### config.mk
export PLATFORM = sky130hd
export DESIGN_NAME = base64_stream_decoder
export DESIGN_NICKNAME = d
export VERILOG_FILES = /design/src/hw/rtl/b64d_pkg.sv /design/src/hw/rtl/base64_stream_decoder.sv /design/src/hw/rtl/b64d_front.sv /design/src/hw/rtl/b64d_queue.sv /design/src/hw/rtl/b64d_back.sv
export SDC_FILE = /design/constraint.sdc
export NUM_CORES = 1
export LEC_CHECK = 0
export BUFFER_PORTS_ARGS = -buffer_cell sky130_fd_sc_hd__buf_4
export CORE_MARGIN = 4
export CORE_UTILIZATION = 45
export DETAILED_ROUTE_END_ITERATION = 12
export GPL_TIMING_DRIVEN = 0
export PLACE_DENSITY_LB_ADDON = 0.15
export SYNTH_ARGS = -nofsm -noshare
export SYNTH_HDL_FRONTEND = slang
export SYNTH_HIERARCHICAL = 1
export SYNTH_SLANG_ARGS = --single-unit
### constraint.sdc
create_clock -name clk_i -period 2.74 [get_ports clk_i]
set_clock_uncertainty 0.05 [all_clocks]
set_input_delay 0.411 -clock clk_i [delete_from_list [all_inputs] [get_ports clk_i]]
set_output_delay 0.411 -clock clk_i [all_outputs]
set_load 0.03 [all_outputs]
### src/hw/rtl/b64d_pkg.sv
// ----------------------------------------------------------------------------
// b64d_pkg
// Types, codes and the character decode function of the base64 decoder.
// ----------------------------------------------------------------------------
`default_nettype none

package b64d_pkg;

  localparam logic [7:0] PAD_CHAR = 8'h3D;
  localparam int unsigned QDEPTH = 4;
  localparam int unsigned QPTR_W = $clog2(QDEPTH);
  localparam int unsigned QCNT_W = $clog2(QDEPTH + 1);

  typedef enum logic [1:0] {
    ST_OK       = 2'd0,
    ST_BAD_CHAR = 2'd1,
    ST_BAD_PAD  = 2'd2,
    ST_BAD_LEN  = 2'd3
  } b64d_status_e;

  typedef struct packed {
    logic [7:0] char_code;
    logic       last_char;
  } b64d_in_t;

  typedef struct packed {
    logic [7:0] data_byte;
    logic       byte_valid;
    logic       end_of_message;
    logic [1:0] status;
  } b64d_out_t;

  // one front-end command: one to three bytes, or a lone end result
  typedef struct packed {
    logic [7:0]   byte0;
    logic [7:0]   byte1;
    logic [7:0]   byte2;
    logic [1:0]   count;
    logic         has_bytes;
    logic         eom;
    b64d_status_e status;
  } b64d_cmd_t;

  typedef struct packed {
    logic bad;
    logic [5:0] value;
  } b64d_sextet_t;

  function automatic b64d_sextet_t sextet_of(logic [7:0] c);
    b64d_sextet_t r;
    r = '{bad: 1'b0, value: 6'd0};
    if (c inside {[8'h41:8'h5A]}) begin
      r.value = 6'(c - 8'h41);
    end else if (c inside {[8'h61:8'h7A]}) begin
      r.value = 6'(c - 8'h61 + 8'd26);
    end else if (c inside {[8'h30:8'h39]}) begin
      r.value = 6'(c - 8'h30 + 8'd52);
    end else if (c inside {8'h2B, 8'h2D}) begin
      r.value = 6'd62;
    end else if (c inside {8'h2F, 8'h5F}) begin
      r.value = 6'd63;
    end else begin
      r.bad = 1'b1;
    end
    return r;
  endfunction

endpackage

`default_nettype wire

### src/hw/rtl/base64_stream_decoder.sv
// ----------------------------------------------------------------------------
// base64_stream_decoder
// Streaming base64 decoder, standard and URL-safe alphabets.
// ----------------------------------------------------------------------------
// Input channel: one character per item with a last-character flag.
// Output channel: one decoded byte per item; the final item of a message
// has end_of_message set and carries the status (nonzero: drop message).
// The fourth character of a quad yields one to three items; a message that
// fails yields a single status-only end item.
// Throughput: one character per cycle while in_stall_o is low; the output side
// moves one item per cycle while the receiver does not stall.
// A result item passes a queue entry, then the output register, before it is valid.
// A four-entry command queue decouples the two sides: when the receiver
// stalls, in_stall_o rises only after the queue fills.
// Reset clears the quad state, empties the queue and clears the output valid flag.
// ----------------------------------------------------------------------------
`default_nettype none

module base64_stream_decoder import b64d_pkg::*; (
  input  wire logic      clk_i,
  input  wire logic      rst_ni,
  input  wire logic      in_valid_i,
  input  wire b64d_in_t  in_data_i,
  output logic           in_stall_o,
  output logic           out_valid_o,
  output b64d_out_t      out_data_o,
  input  wire logic      out_stall_i
);

  logic      full;
  logic      push;
  logic      pop;
  logic      head_valid;
  b64d_cmd_t push_cmd;
  b64d_cmd_t head;

  assign in_stall_o = full;

  b64d_front u_front (
    .clk_i    (clk_i),
    .rst_ni   (rst_ni),
    .accept_i (in_valid_i && !full),
    .in_data_i(in_data_i),
    .push_o   (push),
    .cmd_o    (push_cmd)
  );

  b64d_queue u_queue (
    .clk_i       (clk_i),
    .rst_ni      (rst_ni),
    .push_i      (push),
    .push_cmd_i  (push_cmd),
    .pop_i       (pop),
    .full_o      (full),
    .head_valid_o(head_valid),
    .head_o      (head)
  );

  b64d_back u_back (
    .clk_i       (clk_i),
    .rst_ni      (rst_ni),
    .head_valid_i(head_valid),
    .head_i      (head),
    .pop_o       (pop),
    .out_valid_o (out_valid_o),
    .out_data_o  (out_data_o),
    .out_stall_i (out_stall_i)
  );

endmodule

`default_nettype wire

### src/hw/rtl/b64d_front.sv
// ----------------------------------------------------------------------------
// b64d_front
// Accepts characters, tracks the quad and error state, issues commands.
// ----------------------------------------------------------------------------
`default_nettype none

module b64d_front import b64d_pkg::*; (
  input  wire logic      clk_i,
  input  wire logic      rst_ni,
  input  wire logic      accept_i,
  input  wire b64d_in_t  in_data_i,
  output logic           push_o,
  output b64d_cmd_t      cmd_o
);

  logic [1:0]   pos_q, pos_d;
  logic [5:0]   first_q, first_d;
  logic [5:0]   second_q, second_d;
  logic [5:0]   third_q, third_d;
  logic         third_pad_q, third_pad_d;
  logic         err_q, err_d;
  b64d_status_e code_q, code_d;

  always_comb begin
    logic [7:0]   c;
    logic         last;
    b64d_sextet_t sx;
    logic [1:0]   n;
    logic         flag;
    b64d_status_e code;
    b64d_status_e status;

    c    = in_data_i.char_code;
    last = in_data_i.last_char;
    sx   = sextet_of(c);
    n    = 2'd0;
    flag = 1'b0;
    code = ST_BAD_CHAR;

    pos_d       = pos_q;
    first_d     = first_q;
    second_d    = second_q;
    third_d     = third_q;
    third_pad_d = third_pad_q;
    err_d       = err_q;
    code_d      = code_q;

    cmd_o.byte0     = {first_q, second_q[5:4]};
    cmd_o.byte1     = {second_q[3:0], third_q[5:2]};
    cmd_o.byte2     = {third_q[1:0], sx.value};
    cmd_o.count     = 2'd1;
    cmd_o.has_bytes = 1'b1;
    cmd_o.eom       = 1'b0;
    cmd_o.status    = ST_OK;

    if (!err_q) begin
      if (pos_q != 2'd3) begin
        if (pos_q == 2'd2 && c == PAD_CHAR) begin
          third_pad_d = 1'b1;
          third_d     = 6'd0;
        end else if (sx.bad) begin
          flag = 1'b1;
          code = (c == PAD_CHAR && pos_q != 2'd2) ? ST_BAD_PAD : ST_BAD_CHAR;
        end else begin
          case (pos_q)
            2'd0: first_d = sx.value;
            2'd1: second_d = sx.value;
            default: begin
              third_d     = sx.value;
              third_pad_d = 1'b0;
            end
          endcase
        end
      end else if (third_pad_q) begin
        if (c != PAD_CHAR || !last) begin
          flag = 1'b1;
          code = ST_BAD_PAD;
        end else begin
          n = 2'd1;
        end
      end else if (c == PAD_CHAR) begin
        if (!last) begin
          flag = 1'b1;
          code = ST_BAD_PAD;
        end else begin
          n = 2'd2;
        end
      end else if (sx.bad) begin
        flag = 1'b1;
        code = ST_BAD_CHAR;
      end else begin
        n = 2'd3;
      end
    end

    if (flag) begin
      err_d  = 1'b1;
      code_d = code;
    end
    pos_d = pos_q + 2'd1;

    if (pos_q != 2'd3) begin
      status = ST_BAD_LEN;
    end else if (err_q) begin
      status = code_q;
    end else if (flag) begin
      status = code;
    end else begin
      status = ST_OK;
    end

    cmd_o.count = (n == 2'd0) ? 2'd1 : n;
    push_o      = accept_i && (n != 2'd0 || last);

    if (last) begin
      cmd_o.eom = 1'b1;
      if (n == 2'd0 || status != ST_OK) begin
        cmd_o.byte0     = 8'd0;
        cmd_o.count     = 2'd1;
        cmd_o.has_bytes = 1'b0;
        cmd_o.status    = status;
      end
      pos_d       = 2'd0;
      first_d     = 6'd0;
      second_d    = 6'd0;
      third_d     = 6'd0;
      third_pad_d = 1'b0;
      err_d       = 1'b0;
      code_d      = ST_OK;
    end
  end

  always_ff @(posedge clk_i or negedge rst_ni) begin
    if (!rst_ni) begin
      pos_q       <= 2'd0;
      first_q     <= 6'd0;
      second_q    <= 6'd0;
      third_q     <= 6'd0;
      third_pad_q <= 1'b0;
      err_q       <= 1'b0;
      code_q      <= ST_OK;
    end else if (accept_i) begin
      pos_q       <= pos_d;
      first_q     <= first_d;
      second_q    <= second_d;
      third_q     <= third_d;
      third_pad_q <= third_pad_d;
      err_q       <= err_d;
      code_q      <= code_d;
    end
  end

endmodule

`default_nettype wire

### src/hw/rtl/b64d_queue.sv
// ----------------------------------------------------------------------------
// b64d_queue
// Short command FIFO between the front and back ends.
// ----------------------------------------------------------------------------
`default_nettype none

module b64d_queue import b64d_pkg::*; (
  input  wire logic      clk_i,
  input  wire logic      rst_ni,
  input  wire logic      push_i,
  input  wire b64d_cmd_t push_cmd_i,
  input  wire logic      pop_i,
  output logic           full_o,
  output logic           head_valid_o,
  output b64d_cmd_t      head_o
);

  b64d_cmd_t         mem_q [QDEPTH];
  logic [QPTR_W-1:0] wr_ptr_q, rd_ptr_q;
  logic [QCNT_W-1:0] cnt_q;

  assign full_o       = (cnt_q == QCNT_W'(QDEPTH));
  assign head_valid_o = (cnt_q != '0);
  assign head_o       = mem_q[rd_ptr_q];

  always_ff @(posedge clk_i) begin
    if (push_i) begin
      mem_q[wr_ptr_q] <= push_cmd_i;
    end
  end

  always_ff @(posedge clk_i or negedge rst_ni) begin
    if (!rst_ni) begin
      wr_ptr_q <= '0;
      rd_ptr_q <= '0;
      cnt_q    <= '0;
    end else begin
      if (push_i) begin
        wr_ptr_q <= wr_ptr_q + QPTR_W'(1);
      end
      if (pop_i) begin
        rd_ptr_q <= rd_ptr_q + QPTR_W'(1);
      end
      case ({push_i, pop_i})
        2'b10:   cnt_q <= cnt_q + QCNT_W'(1);
        2'b01:   cnt_q <= cnt_q - QCNT_W'(1);
        default: cnt_q <= cnt_q;
      endcase
    end
  end

endmodule

`default_nettype wire

### src/hw/rtl/b64d_back.sv
// ----------------------------------------------------------------------------
// b64d_back
// Expands commands into result items through the output register.
// ----------------------------------------------------------------------------
`default_nettype none

module b64d_back import b64d_pkg::*; (
  input  wire logic      clk_i,
  input  wire logic      rst_ni,
  input  wire logic      head_valid_i,
  input  wire b64d_cmd_t head_i,
  output logic           pop_o,
  output logic           out_valid_o,
  output b64d_out_t      out_data_o,
  input  wire logic      out_stall_i
);

  logic [1:0] idx_q, idx_d;
  logic       out_valid_q, out_valid_d;
  b64d_out_t  out_q, out_d;
  logic       load;
  logic       last_idx;

  always_comb begin
    load     = head_valid_i && (!out_valid_q || !out_stall_i);
    last_idx = (idx_q == head_i.count - 2'd1);
    pop_o    = load && last_idx;
    idx_d    = idx_q;
    out_d    = out_q;
    if (load) begin
      idx_d = last_idx ? 2'd0 : idx_q + 2'd1;
      case (idx_q)
        2'd0:    out_d.data_byte = head_i.byte0;
        2'd1:    out_d.data_byte = head_i.byte1;
        default: out_d.data_byte = head_i.byte2;
      endcase
      out_d.byte_valid     = head_i.has_bytes;
      out_d.end_of_message = head_i.eom && last_idx;
      out_d.status         = head_i.status;
    end
    if (load) begin
      out_valid_d = 1'b1;
    end else if (out_stall_i) begin
      out_valid_d = out_valid_q;
    end else begin
      out_valid_d = 1'b0;
    end
  end

  always_ff @(posedge clk_i or negedge rst_ni) begin
    if (!rst_ni) begin
      idx_q       <= 2'd0;
      out_valid_q <= 1'b0;
    end else begin
      idx_q       <= idx_d;
      out_valid_q <= out_valid_d;
    end
  end

  always_ff @(posedge clk_i) begin
    out_q <= out_d;
  end

  assign out_valid_o = out_valid_q;
  assign out_data_o  = out_q;

endmodule

`default_nettype wire

==> metrics.csv <==
metric,value,unit
maxSlewViolCount,0,
antenna_found_initial,0,
holdWs,148.6,ps
start_util,0.4602,
postSynthCellCount,484,
synth_edf_count,132,
final_nets,584,
setup_violations,0,
yosysMostFrequentCell,edfxtp_1,
cp_common_cell,buf_6,
async_flop_share,0.2048,
p_per_area,928.9,nW/um2
path_cells,buf_6 > buf_8 > buf_6 > and4bb_1 > nand2_1 > a311o_2 > and3_4 > nor4_4 > o21a_2 > inv_2 > ha_4 > fa_2 > xnor2_2 > nor2_1 > xor2_1,
clk_pin_slew,60,ps
dp_hpwl,10.42,mm
synth_top_area_frac,0.5194,
cts.sink_count,166,
rows,47,
maxCapViolations,0,
cts_tree,done,
area_delta_synth_final,17.67,%
r2r_slack,70,ps
drive_above_1_share,0.2913,
relSlewSlack,0.5244,
rsz0062_at_grt,yes,
core_area,16580,um2
vias,4385,
hold_viol_final,0,
required,3030,ps
synth_common_cells,"edfxtp_1, dfrtp_1, nand2_1",
die_h,138.2,um
critPathCaptureType,register,
die_x,138.2,um
io_buffers,24,
outcome,finished clean,
wl_per_cell,20.11,um
overflow,0,
crit_type,in -> reg,
fin_crit,2674,ps
ys_warn_count,6,
routed_via_density,5.600,
crit_slowest_cell,a311o_2,
worstMarginPinSlew,713.4,ps
clk_latency,420,ps
fin_area,8980,um2
yosys-top-cells-area,"edfxtp_1, dfrtp_1, mux4_2, ha_1, a22o_1",
clock.fmax,373.9,MHz
ir_worst_vdd,0.4567,mV
synth_area,7631,um2
routed_wl,15.75,mm
clockBufferDepth,2,
cts_root_buf,clkbuf_16,
cp.arrival,2970,ps
synth_top_cell_by_area,edfxtp_1,
cp_max_fo,3,
grt_pass1_vias,4487,
worst_path_largest_cell_delay,410,ps
drc,0,
die_area,19100,um2
grt_pass1_wl,25.34,mm
initialDrtViolationCount,319,
htree_levels,4,
place.gp.congestion,0.8715,
globalRouteTotalUtil,0.1720,
numCtsBuffers,17,
fin_crit_sh,0.9761,
drtAntennaViolNets,0,
synth_nets,518,
startpoint_type,input pin,
grt_max_degree,35,
synthFlopType,edfxtp_1,
holdCritPathClass,in -> reg,
power.leakage,3.345,nW
diodes,0,
ys_seq_area_frac,0.6309,
io_pins,27,
synth_cell_types,77,
avgSynthCellArea,15.77,um2
dr.pass1.iters,4,
ys_ff_latch,166,
post_dp_cell_area,8132,um2
[final cells by class]
class	instances	area, um2
multi-input combinational	275	2660
inverter	19	76.32
buffer	22	178.9
sequential	166	4815
clock buffer	18	429.2
tap	220	275.3
fill	1385	7604
clock inverter	14	167.7
timing repair buffer	49	377.9
[state kept, by name (all words and copies together), names as in the netlist]
signal and count:
u_queue/mem_q 120, u_back/out_data_o 12, u_front/first_q 6, u_front/second_q 6, u_front/third_q 6, u_queue/cnt_q 3, u_back/idx_q 2, u_front/code_q 2
u_front/pos_q 2, u_queue/rd_ptr_q 2, u_queue/wr_ptr_q 2, u_back/out_valid_o 1, u_front/err_q 1, u_front/third_pad_q 1
[worst max-delay path: cells and delay by family]
| family | cells | cell delay, ps |
|---|---|---|
| buffers and inverters | 4 | 370 |
| adder cells (fa/ha/maj) | 2 | 530 |
| AND/OR/NAND/NOR | 5 | 790 |
| AO/OA/AOI/OAI | 2 | 580 |
| XOR/XNOR | 2 | 290 |
[layout by cell type, fill, tap and decap left out, types with 4 or more instances in the layout]
cell       count
inv_1         16
nand2_1       31
dfrtp_1       34
and2_4         6
mux4_2        28
nand2b_1       5
inv_6          5
a22o_1        19
xor2_1         6
nand3_1        8
clkbuf_1       7
nor2_1        13
nand4_1        4
buf_6          6
xnor2_1        5
a31o_1         8
a22oi_1        9
nor2b_1       14
buf_4         51
ha_1          17
edfxtp_1     132
a21oi_1       12
clkbuf_16     17
o21ai_1        4
o21ai_0        6
[worst paths after layout]
| kind | from | endpoint | cells past startpoint |
|---|---|---|---|
| hold reg to reg | u_queue/cnt_q[2]$_DFFE_PN0P_ | u_queue/cnt_q[2]$_DFFE_PN0P_ | 1 |
| setup / recovery | in_data_i[3] | u_queue/cnt_q[2]$_DFFE_PN0P_ | 15 |
| min in group asynchronous | rst_ni | u_back/idx_q[0]$_DFFE_PN0P_ | 2 |
| hold / removal | in_data_i[0] | u_queue/mem_q[2][2]$_DFFE_PP_ | 1 |
| max in group asynchronous | rst_ni | u_front/first_q[1]$_DFFE_PN0P_ | 2 |
| setup reg to reg | u_queue/rd_ptr_q[0]$_DFFE_PN0P_ | u_queue/cnt_q[1]$_DFFE_PN0P_ | 9 |
[through the flow]
| stage | std cells | total power [mW] | utilization | setup TNS (ps) | worst slack [ps] |
|---|---|---|---|---|---|
| detailed placement | 728 | 5.817 | 0.4903 | -101010 | -886.8 |
| floorplan | 484 | 5.098 | - | -21990 | -410.4 |
| global placement | 728 | 5.765 | 0.4903 | -99090 | -882.9 |
| finish | 783 | 8.341 | 0.5415 | 0 | 65.61 |
| global route | 783 | 8.789 | 0.5415 | -67.24 | -47.18 |
| CTS | 779 | 8.395 | 0.5383 | 0 | 2.333 |
[power by group]
part           internal, mW  total, mW  leakage, nW  switching (mW)
clock                  1.37       2.37        0.284            1.00
sequential             3.15       3.30         1.73           0.147
combinational          1.20       2.67         1.33            1.48
total                  5.72       8.34         3.35            2.62
[routing by layer]
metal | wire, um | global-route usage
met1 | 7044 | 0.2428
met2 | 7756 | 0.2718
met5 | 0 | 0
met3 | 775 | 0.03453
met4 | 169 | 0.05460
[cells by family (layout without fill, tap and decap cells)]
logic type / after synthesis / in the layout / synth area share
and+or+nand+nor: 113 / 113 / 0.08559
DFF: 166 / 166 / 0.6309
AOI/OAI and AO/OA: 95 / 95 / 0.1038
muxes: 33 / 33 / 0.09379
xor gates and xnor gates: 13 / 13 / 0.01492
buffers and inverters: 43 / 122 / 0.03558
adders and majority gates: 21 / 21 / 0.03542
[repair_timing]
| action | 4_1_cts | 5_1_grt |
|---|---|---|
| hold buffers | 1 | 0 |
| hold endpoints to repair | 34 | 0 |
| buffers inserted | 19 | 5 |
| pin swaps | 13 | 13 |
| gates resized for setup | 17 | 8 |
| setup endpoints to repair | 123 | 122 |
Power figures use the tool's default switching activity.
